[src/design/ofrq_pkg.sv]
// Package: shared types and constants for the optical flow rate qualifier.
`timescale 1ns / 1ps
package ofrq_pkg;

    localparam logic [7:0]  QUALITY_HIGH_RST = 8'd35;
    localparam logic [7:0]  QUALITY_LOW_RST  = 8'd10;
    localparam logic [31:0] TIMEOUT_RST      = 32'd100000;
    localparam logic [15:0] SCALE_RST        = 16'd2688;
    localparam logic [24:0] DEG2RAD_Q30      = 25'd18740330;
    localparam logic [27:0] FLOW_GAIN        = 28'd256000000;
    localparam int          DIV_W            = 64;

    // configuration register indexes
    typedef enum logic [1:0] {
        REG_QHIGH = 2'd0,
        REG_QLOW  = 2'd1,
        REG_TMO   = 2'd2,
        REG_SCALE = 2'd3
    } reg_idx_t;

    typedef enum logic [3:0] {
        ST_IDLE,
        ST_GYRO,
        ST_POLL,
        ST_LOAD,
        ST_DIV,
        ST_MUL,
        ST_STORE,
        ST_OUT
    } state_t;

    // controller -> datapath
    typedef struct packed {
        logic       gyro_acc;     // integrate gyro sample
        logic       poll_update;  // health, hysteresis, quality on poll
        logic       load;         // load divider for channel sel
        logic       div_step;     // one divider iteration
        logic       mul;          // convert quotient to rad
        logic       store;        // store rate for channel sel
        logic       finish;       // clear accumulators / timeout clear
        logic       out_load;     // load output register
        logic [1:0] sel;          // 0 flow x, 1 flow y, 2 body x, 3 body y
    } cmd_t;

    // datapath -> controller
    typedef struct packed {
        logic is_gyro;
        logic div_done;
    } sts_t;

endpackage

[src/design/ofrq_ctrl.sv]
// Controller: sequences integration, the four divisions and result delivery.
`timescale 1ns / 1ps
module ofrq_ctrl (
    input  logic          clk,
    input  logic          rst_n,
    input  logic          in_valid,
    output logic          in_stall,
    input  logic          out_stall,
    output logic          out_valid,
    input  ofrq_pkg::sts_t sts,
    output ofrq_pkg::cmd_t cmd
);
    import ofrq_pkg::*;

    state_t     state_reg, state_next;
    logic [1:0] sel_reg, sel_next;
    logic       out_valid_reg, out_valid_next;

    // state register
    always_ff @(posedge clk or negedge rst_n)
    begin
        if (!rst_n)
        begin
            state_reg     <= ST_IDLE;
            sel_reg       <= 2'd0;
            out_valid_reg <= 1'b0;
        end
        else
        begin
            state_reg     <= state_next;
            sel_reg       <= sel_next;
            out_valid_reg <= out_valid_next;
        end
    end

    assign out_valid = out_valid_reg;
    // a result may wait in the output register while the next item is taken
    assign in_stall  = (state_reg != ST_IDLE);

    // next state
    always_comb
    begin
        state_next = state_reg;
        sel_next   = sel_reg;
        unique case (state_reg)
            ST_IDLE:
                if (in_valid)
                    state_next = sts.is_gyro ? ST_GYRO : ST_POLL;
            ST_GYRO:
                state_next = ST_IDLE;
            ST_POLL:
            begin
                sel_next   = 2'd0;
                state_next = ST_LOAD;
            end
            ST_LOAD:
                state_next = ST_DIV;
            ST_DIV:
                if (sts.div_done)
                    state_next = ST_MUL;
            ST_MUL:
                state_next = ST_STORE;
            ST_STORE:
            begin
                sel_next = sel_reg + 2'd1;
                if (sel_reg == 2'd3)
                    state_next = ST_OUT;
                else
                    state_next = ST_LOAD;
            end
            ST_OUT:
                if (!out_valid_reg || !out_stall)
                    state_next = ST_IDLE;
            default:
                state_next = ST_IDLE;
        endcase
    end

    // output register valid
    always_comb
    begin
        out_valid_next = out_valid_reg;
        if (out_valid_reg && !out_stall)
            out_valid_next = 1'b0;
        if (state_reg == ST_OUT && (!out_valid_reg || !out_stall))
            out_valid_next = 1'b1;
    end

    // commands
    always_comb
    begin
        cmd             = '0;
        cmd.sel         = sel_reg;
        unique case (state_reg)
            ST_GYRO:  cmd.gyro_acc    = 1'b1;
            ST_POLL:  cmd.poll_update = 1'b1;
            ST_LOAD:  cmd.load        = 1'b1;
            ST_DIV:   cmd.div_step    = 1'b1;
            ST_MUL:   cmd.mul         = 1'b1;
            ST_STORE:
            begin
                cmd.store  = 1'b1;
                cmd.finish = (sel_reg == 2'd3);
            end
            ST_OUT:   cmd.out_load = (!out_valid_reg || !out_stall);
            default:  cmd = cmd;
        endcase
    end

endmodule

[config.mk]
export PLATFORM = sky130hd
export DESIGN_NAME = ofrq_ctrl
export DESIGN_NICKNAME = d
export VERILOG_FILES = /design/src/design/ofrq_pkg.sv /design/src/design/ofrq_ctrl.sv
export SDC_FILE = /design/constraint.sdc
export NUM_CORES = 1
export LEC_CHECK = 0
export ABC_AREA = 1
export BUFFER_PORTS_ARGS = -buffer_cell sky130_fd_sc_hd__buf_2
export CAP_MARGIN = 0
export CORE_AREA = 2 2 39 41
export CTS_CLUSTER_DIAMETER = 30
export DETAILED_ROUTE_END_ITERATION = 10
export DIE_AREA = 0 0 41 43
export PLACE_DENSITY = 0.54
export RECOVER_POWER = 50
export SYNTH_ARGS = -nofsm -noshare
export SYNTH_HDL_FRONTEND = slang
export SYNTH_SLANG_ARGS = --single-unit
[constraint.sdc]
create_clock -name clk -period 3.3 [get_ports clk]
set_clock_uncertainty 0.15 [all_clocks]
set_input_delay 0.66 -clock clk [delete_from_list [all_inputs] [get_ports clk]]
set_output_delay 0.66 -clock clk [all_outputs]
set_load 0.005 [all_outputs]
==> reports/metrics.cfg, run 1 <==
[floorplanning]
initial_core_util_pct=28.7
rows=14
core_sq_um=1380
dieArea_sq_um=1760
io_pins=18
die_y_um=43
die_w_um=41

[clock_network]
cts_tree=yes
clockRootBuffer=clkbuf_4
cts_resized=0
numCtsBuffers=3
cts_hold_buf=0
cts.reportedPaths.clkPinSlew_ns=0.04
cts_num_sinks=6
clock_path_buffers=2
post_cts_buffers=0
ctsHtreeMaxLevel=1
worstSkewPairLatency_ns=0.24

[timing]
max_freq_ghz=0.477
setup_violations=0
fin_crit_ns=2.10
maxSlewHeadroom_pct=78.6
fin_tns_setup_ns=0
worstMarginPinSlew_ns=0.321
finalCritPeriodShare_pct=63.6
finalWorstSetupSlack_ns=1.20
grt_setup_unrepaired=false
hold_violations=0
final_max_slew_viol_count=0

[placement]
dp_slack_ns=1.41
gp_congestion=0.695
hpwlAfterDp_um=666
port_buffers=17
placedCellCount=88

[finish]
antennaDiodeCount=0
num-fill-cells=157
drive_gt1_share_pct=33.3
ff_latch_area_sq_um=150
nets=84
fin_cells=91
largest_register_ffs=3
syn_to_final_growth_pct=25.2
multi_input_area_sq_um=175

[detailed_routing]
wirelength_um=809
drtPass1Iterations=4
drtIter0Drc=2
num_vias=392
detail_route.wl_per_cell_um=8.89
drcViolationCount=0
ant_nets=0
via_per_inst=4.31

[power]
leakage_nw=0.340
power-per-cell-area_nw_per_um2=789
finalPower_mw=0.392
irDropWorstVdd_mv=0.243

[setup_path]
slowest_stage=dfrtp_1
critPathKind=flop to output pin
crit_path_max_incr_delay_ns=0.46
arrival_ns=1.29
worstPathMaxFanout=7
crit_chain=inv_1, nor2_1, nand2_2, inv_2, nand2_2, inv_1, buf_2
critical_path_required_ns=2.49
cp-start-kind=flop
cp-end-kind=output pin

[logic_synthesis]
synth-xor-area-share_pct=0
synth-warning-count=0
yosysSeqAreaShare_pct=37.9
synth_area_sq_um=397
synth_seq_cells=6
synthCells=57
syn-num-nets=64
synth_top_family_by_area=simple AND/OR/NAND/NOR gates
synth-simple-area-share_pct=38.2
ys_types=15
synthMuxAreaShare_pct=0
synth_adder_area_share_pct=3.15
avgSynthCellArea_sq_um=6.96
synth_compound_gate_area_share_pct=4.73

[hold_path]
hp-class=input pin to asynchronous set/reset pin

[global_routing]
grt_pass1_vias=346
track_usage_pct=11.6
antenna_found_initial=0
grt_pass1_wl_mm=1.34
grt_max_degree=9
grt-ovfl-total=0

[outcome]
outcome=complete, no violations

[flow_run]
maxCapViolCount=0

-- cell families after synthesis --
logic type,after synthesis
simple gates,33
fa+ha+maj,1
compound gates,3
buf+inv,14
flops,6
-- placed cells by master, fill, tap and decap left out, drive strengths merged --
master  synthesis  layout
buf             2      16
nand2          16      16
inv            12      12
nor2           11      11
dfrtp           6       6
nand3           4       4
clkbuf          0       4
nor3            2       2
a21oi           1       1
a22o            1       1
o21ai           1       1
ha              1       1
-- power breakdown --
group	switching, mW	total [mW]	internal [mW]
logic	0.101	0.180	0.0795
clock network	0.0246	0.0656	0.0410
registers	0.0429	0.146	0.103
-- final cells by class --
class | instances | area share [%]
Clock buffer | 3 | 4.53
Multi-Input combinational cell | 37 | 35.3
Inverter | 12 | 9.07
Sequential cell | 6 | 30.2
Tap cell | 16 | 4.03
Timing Repair Buffer | 17 | 16.9
-- stage by stage --
step	hold slack, ns	instance area [sq um]	util (%)
finish	0.134	497	35.9
global route	0.165	497	35.9
CTS	0.0847	505	36.5
detailed placement	0.343	483	34.9
global placement	0.336	483	34.9
floorplan	0.214	397	-
-- worst paths after layout --
path,from,endpoint,slack (ns),cells after the start
min,rst_n,state_reg[2],0.13,1
max,state_reg[1],cmd[3],1.20,7
max reg2reg,state_reg[2],state_reg[0],1.90,7
min in group clk,out_valid,out_valid,0.35,2
max in group asynchronous,rst_n,sel_reg[1],2.63,1
min reg2reg,out_valid,out_valid,0.35,2
-- critical path, delay by kind of cell, from the launching register on --
kind	cells	cell delay, ns
simple gates	3	0.28
buf+inv	4	0.31
flops	1	0.46
-- cell usage after synthesis --
library cell	instances	area (sq um)
a21oi_1	1	5.00
a22o_1	1	8.76
buf_4	1	7.51
buf_6	1	11.3
dfrtp_1	6	150
ha_1	1	12.5
inv_1	10	37.5
inv_2	2	7.51
nand2_1	11	41.3
nand2_2	5	31.3
nand3_1	4	20.0
nor2_1	8	30.0
nor2_2	3	18.8
nor3_1	2	10.0
o21ai_0	1	5.00
-- per-layer routing --
metal / part of all wire (%) / GRT usage [%]
met1: 48 / 14.4
met2: 43 / 15.6
met3: 7.3 / 4.71
met4: 1.5 / 8.00
met5: 0 / 0
Note: power is estimated with default switching activity, not from simulation.
==> run 2: changes to the inputs <==
--- a/config.mk
+++ b/config.mk
@@ -12,7 +12,7 @@
 export CTS_CLUSTER_DIAMETER = 30
 export DETAILED_ROUTE_END_ITERATION = 10
 export DIE_AREA = 0 0 41 43
-export PLACE_DENSITY = 0.54
+export PLACE_DENSITY = 0.56
 export RECOVER_POWER = 50
 export SYNTH_ARGS = -nofsm -noshare
 export SYNTH_HDL_FRONTEND = slang
==> constraint.sdc (replaced) <==
create_clock -name clk -period 1.93 [get_ports clk]
set_clock_uncertainty 0.15 [all_clocks]
set_input_delay 0.386 -clock clk [delete_from_list [all_inputs] [get_ports clk]]
set_output_delay 0.386 -clock clk [all_outputs]
set_load 0.005 [all_outputs]
==> reports/metrics.cfg, run 2 (synthesis gave the netlist of run 1 again) <==
[clock_network]
clockRootBuffer=clkbuf_4  ; unchanged
cts_tree=yes  ; unchanged
worstSkewPairLatency_ns=0.24  ; about the same
cts.reportedPaths.clkPinSlew_ns=0.04  ; about the same
numCtsBuffers=3  ; unchanged
post_cts_buffers=0  ; unchanged
cts_num_sinks=6  ; unchanged
clock_path_buffers=2  ; unchanged
ctsHtreeMaxLevel=1  ; unchanged

[floorplanning]
rows=14  ; unchanged
die_w_um=41  ; unchanged
io_pins=18  ; unchanged
initial_core_util_pct=28.7  ; unchanged
die_y_um=43  ; unchanged
core_sq_um=1380  ; unchanged
dieArea_sq_um=1760  ; unchanged

[setup_path]
critical_path.most_common_cell=inv_1
critPathTopFamily=flip-flops  ; unchanged
path_buf_inv=3  ; was 4
crit_path_max_incr_delay_ns=0.48  ; was 0.46 ns
critPathKind=flop to output pin  ; unchanged
cp-end-kind=output pin  ; unchanged
arrival_ns=1.24  ; was 1.29 ns
critical_path_required_ns=1.39  ; was 2.49 ns
crit_chain=inv_1, nor2_2, inv_1, nor2_1, buf_2  ; was inv_1, nor2_1, nand2_2, inv_2, nand2_2, inv_1, buf_2
cp-start-kind=flop  ; unchanged
slowest_stage=dfrtp_1  ; unchanged
worstPathMaxFanout=8  ; was 7

[detailed_routing]
drtPass1Iterations=4  ; unchanged
wirelength_um=830  ; was 809 um
drtIter0Drc=4  ; was 2
ant_nets=0  ; unchanged
num_vias=388  ; was 392
drcViolationCount=0  ; unchanged
via_per_inst=4.22  ; was 4.31
detail_route.wl_per_cell_um=9.02  ; was 8.89 um

[placement]
dp_slack_ns=0.419  ; was 1.41 ns
port_buffers=17  ; unchanged
hpwlAfterDp_um=668  ; was 666 um
placedCellCount=88  ; unchanged
gp_congestion=0.777  ; was 0.695
place_area_sq_um=483  ; unchanged

[finish]
nets=85  ; was 84
drive_gt1_share_pct=36.8  ; was 33.3%
postLayoutCoreUtil_pct=37.1  ; was 35.9%
largest_register_ffs=3  ; unchanged
num-fill-cells=161  ; was 157
fin_cells=92  ; was 91
layout_commonest_cell=buf_2  ; unchanged
syn_to_final_growth_pct=29.3  ; was 25.2%
post-route-cell-area_sq_um=513  ; was 497 sq um
antennaDiodeCount=0  ; unchanged
final_cell_mix=15 x buf_2, 11 x nand2_1, 10 x inv_1  ; was 16 x buf_2, 11 x inv_1, 11 x nor2_1, 11 x nand2_1, 6 x dfrtp_1

[timing]
fin_crit_ns=1.77
hold_violations=0  ; unchanged
grt_setup_unrepaired=false  ; unchanged
finalCritPeriodShare_pct=91.9
finalWorstSetupSlack_ns=0.157  ; was 1.20 ns
hold_ws_ns=0.226  ; was 0.134 ns
fin_tns_setup_ns=0  ; unchanged
worstMarginPinSlew_ns=0.338  ; was 0.321 ns
max_freq_ghz=0.564
maxSlewHeadroom_pct=77.5  ; was 78.6%
setup_violations=0  ; unchanged
final_max_slew_viol_count=0  ; unchanged

[outcome]
outcome=complete, no violations  ; unchanged

[global_routing]
antenna_found_initial=0  ; unchanged
grt-ovfl-total=0  ; unchanged
grt_max_degree=9  ; unchanged
grt_pass1_vias=362  ; was 346
track_usage_pct=12.2  ; was 11.6%
grt_pass1_wl_mm=1.41  ; was 1.34 mm

[power]
leakage_nw=0.340  ; about the same
power-per-cell-area_nw_per_um2=1330  ; was 789 nW/um^2
irDropWorstVdd_mv=0.444  ; was 0.243 mV
finalPower_mw=0.683  ; was 0.392 mW

[hold_path]
hp-class=input pin to flop  ; was input pin to asynchronous set/reset pin

[flow_run]
maxCapViolCount=0  ; unchanged

-- run 2: cell count changes in the layout (fill, tap and decap cells not counted), sizes merged --
cell	change
dlygate4sd3	+1
clkbuf	+1
buf	-1
-- run 2: final cells by class --
| cell class | instances | area [sq um] | share of cell area, % |
|---|---|---|---|
| multi-input combinational | 37 | 183 | 35.6 |
| sequential | 6 | 150 | 29.3 |
| timing repair buffer | 18 | 92.6 | 18.0 |
| inverter | 12 | 45.0 | 8.78 |
| clock buffer | 3 | 22.5 | 4.39 |
| tap | 16 | 20.0 | 3.90 |
-- run 2: tightest hold or removal path: stages --
cell	delay, ns
buf_2	0.08
nand2_1	0.06
nand2_1	0.06
-- run 2: report_power, final --
group,internal [mW],total [mW],switching [mW],leakage (nW)
registers,0.176,0.250,0.0740,0.0790
logic,0.139,0.318,0.179,0.247
clock network,0.0702,0.114,0.0438,0.0138
-- run 2: per-layer routing --
layer	share of wire [%]	vias to the layer above	GRT usage [%]
li1	-	208	-
met1	50	170	15.4
met2	44	10	16.6
met3	6.1	0	4.71
met4	0	0	8.00
met5	0	-	0
-- run 2: what timing repair did --
action / 4_1_cts / 5_1_grt
gates resized for setup: 0 / 0
hold buffers: 1 / 0
endpoints found under the hold margin: 6 / 0
-- run 2: worst paths after layout --
kind                               from      endpoint  slack (ns)  cells past startpoint
max                        state_reg[2]        cmd[2]        0.16                      5
min                           out_stall     out_valid        0.23                      3
max reg2reg                state_reg[2]  state_reg[1]        0.59                      7
min reg2reg                   out_valid     out_valid        0.36                      2
max in group asynchronous         rst_n     out_valid        0.97                      2
min in group asynchronous         rst_n  state_reg[2]        0.41                      2
==> run 3: changes to the inputs <==
--- a/config.mk
+++ b/config.mk
@@ -6,7 +6,7 @@
 export NUM_CORES = 1
 export LEC_CHECK = 0
 export ABC_AREA = 1
-export BUFFER_PORTS_ARGS = -buffer_cell sky130_fd_sc_hd__buf_2
+export BUFFER_PORTS_ARGS = -buffer_cell sky130_fd_sc_hd__clkbuf_2
 export CAP_MARGIN = 0
 export CORE_AREA = 2 2 39 41
 export CTS_CLUSTER_DIAMETER = 30
==> reports/metrics.cfg, run 3 (synthesis gave the netlist of run 1 again) <==
[global_routing]
grt_max_degree=9  ; unchanged
grt_pass1_vias=334  ; was 362
track_usage_pct=11.6  ; was 12.2%
antenna_found_initial=0  ; unchanged
grt-ovfl-total=0  ; unchanged
grt_pass1_wl_mm=1.32  ; was 1.41 mm

[clock_network]
clock_path_buffers=2  ; unchanged
cts_tree=yes  ; unchanged
cts.reportedPaths.clkPinSlew_ns=0.05  ; was 0.04 ns
cts_num_sinks=6  ; unchanged
post_cts_buffers=0  ; unchanged
numCtsBuffers=3  ; unchanged
worstSkewPairLatency_ns=0.24  ; about the same
ctsHtreeMaxLevel=1  ; unchanged
clockRootBuffer=clkbuf_4  ; unchanged

[setup_path]
crit_path_max_incr_delay_ns=0.47  ; was 0.48 ns
path_buf_inv=3  ; unchanged
critical_path.most_common_cell=inv_1  ; unchanged
cp-end-kind=output pin  ; unchanged
critPathKind=flop to output pin  ; unchanged
reg2reg_slack_ns=0.62  ; was 0.59 ns
cp-start-kind=flop  ; unchanged
critical_path_required_ns=1.39  ; about the same
critPathTopFamily=flip-flops  ; unchanged
arrival_ns=1.23  ; was 1.24 ns
slowest_stage=dfrtp_1  ; unchanged
worstPathMaxFanout=8  ; unchanged
crit_chain=inv_1, nor2_2, inv_1, nor2_1, clkbuf_2  ; was inv_1, nor2_2, inv_1, nor2_1, buf_2

[timing]
max_freq_ghz=0.566  ; was 0.564 GHz
hold_violations=0  ; unchanged
worstMarginPinSlew_ns=0.338  ; about the same
maxSlewHeadroom_pct=77.5  ; about the same
grt_setup_unrepaired=false  ; unchanged
fin_tns_setup_ns=0  ; unchanged
fin_crit_ns=1.77  ; about the same
final_max_slew_viol_count=0  ; unchanged
setup_violations=0  ; unchanged
finalCritPeriodShare_pct=91.5  ; was 91.9%

[finish]
num-fill-cells=144  ; was 161
syn_to_final_growth_pct=29.0  ; was 29.3%
final_cell_mix=14 x clkbuf_2, 11 x nand2_1, 10 x inv_1  ; was 15 x buf_2, 11 x nand2_1, 10 x inv_1
drive_gt1_share_pct=35.5  ; was 36.8%
nets=85  ; unchanged
antennaDiodeCount=0  ; unchanged
post-route-cell-area_sq_um=512  ; was 513 sq um
largest_register_ffs=3  ; unchanged
layout_commonest_cell=clkbuf_2  ; was buf_2

[detailed_routing]
drtIter0Drc=2  ; was 4
detail_route.wl_per_cell_um=8.72  ; was 9.02 um
via_per_inst=4.13  ; was 4.22
drcViolationCount=0  ; unchanged
wirelength_um=802  ; was 830 um
drtPass1Iterations=4  ; unchanged
ant_nets=0  ; unchanged
num_vias=380  ; was 388

[floorplanning]
rows=14  ; unchanged
die_y_um=43  ; unchanged
dieArea_sq_um=1760  ; unchanged
initial_core_util_pct=28.7  ; unchanged
die_w_um=41  ; unchanged
core_sq_um=1380  ; unchanged
io_pins=18  ; unchanged

[placement]
hpwlAfterDp_um=651  ; was 668 um
gp_congestion=0.769  ; was 0.777
place_area_sq_um=483  ; unchanged
port_buffers=17  ; unchanged

[flow_run]
maxCapViolCount=0  ; unchanged

[power]
irDropWorstVdd_mv=0.438  ; was 0.444 mV
power-per-cell-area_nw_per_um2=1330  ; about the same
leakage_nw=0.330  ; was 0.340 nW

[hold_path]
hp-class=input pin to flop  ; unchanged

[outcome]
outcome=complete, no violations  ; unchanged

[run 3: worst paths after layout]
check	cells after the start	from	endpoint
min reg2reg	2	out_valid	out_valid
max reg2reg	7	state_reg[2]	state_reg[1]
min	3	out_stall	out_valid
max in group asynchronous	2	rst_n	out_valid
max	5	state_reg[2]	cmd[2]
min in group asynchronous	2	rst_n	state_reg[2]
[run 3: routing by layer]
| layer | GRT usage [%] | share of wire, % | wire length [um] |
|---|---|---|---|
| met1 | 16.8 | 50 | 405 |
| met2 | 13.4 | 43 | 348 |
| met3 | 4.71 | 6.1 | 49 |
| met4 | 8.00 | 0 | 0 |
| met5 | 0 | 0 | 0 |
[run 3: report_power, final]
group | leakage (nW) | internal [mW] | switching (mW)
registers | 0.0790 | 0.176 | 0.0752
logic | 0.238 | 0.136 | 0.181
clock network | 0.0138 | 0.0702 | 0.0424
[run 3: metrics by stage]
step	worst slack, ns	power, mW	hold WS (ns)	utilization [%]	cells
after CTS	0.145	0.698	0.225	37.3	92
after detailed placement	0.420	0.577	0.0747	34.9	88
after global placement	0.426	0.572	0.0740	34.9	88
after global routing	0.0308	0.769	0.251	37.0	92
after floorplan	0.542	0.471	-0.0596	-	57
final	0.164	0.681	0.227	37.0	92
[run 3: repair_timing]
| item | CTS | global route |
|---|---|---|
| endpoints found under the hold margin | 6 | 0 |
| gates resized for setup | 0 | 0 |
| hold buffers | 1 | 0 |
[run 3: worst min-delay path, stage by stage]
cell and delay [ns]:
clkbuf_2 0.08, nand2_1 0.06, nand2_1 0.06
[run 3: final cells by class]
| type | instances | area (sq um) | area share (%) |
|---|---|---|---|
| multi-input combinational | 37 | 183 | 35.7 |
| timing repair buffer | 18 | 91.3 | 17.8 |
| sequential | 6 | 150 | 29.3 |
| inverter | 12 | 45.0 | 8.80 |
| clock buffer | 3 | 22.5 | 4.40 |
| tap | 16 | 20.0 | 3.91 |
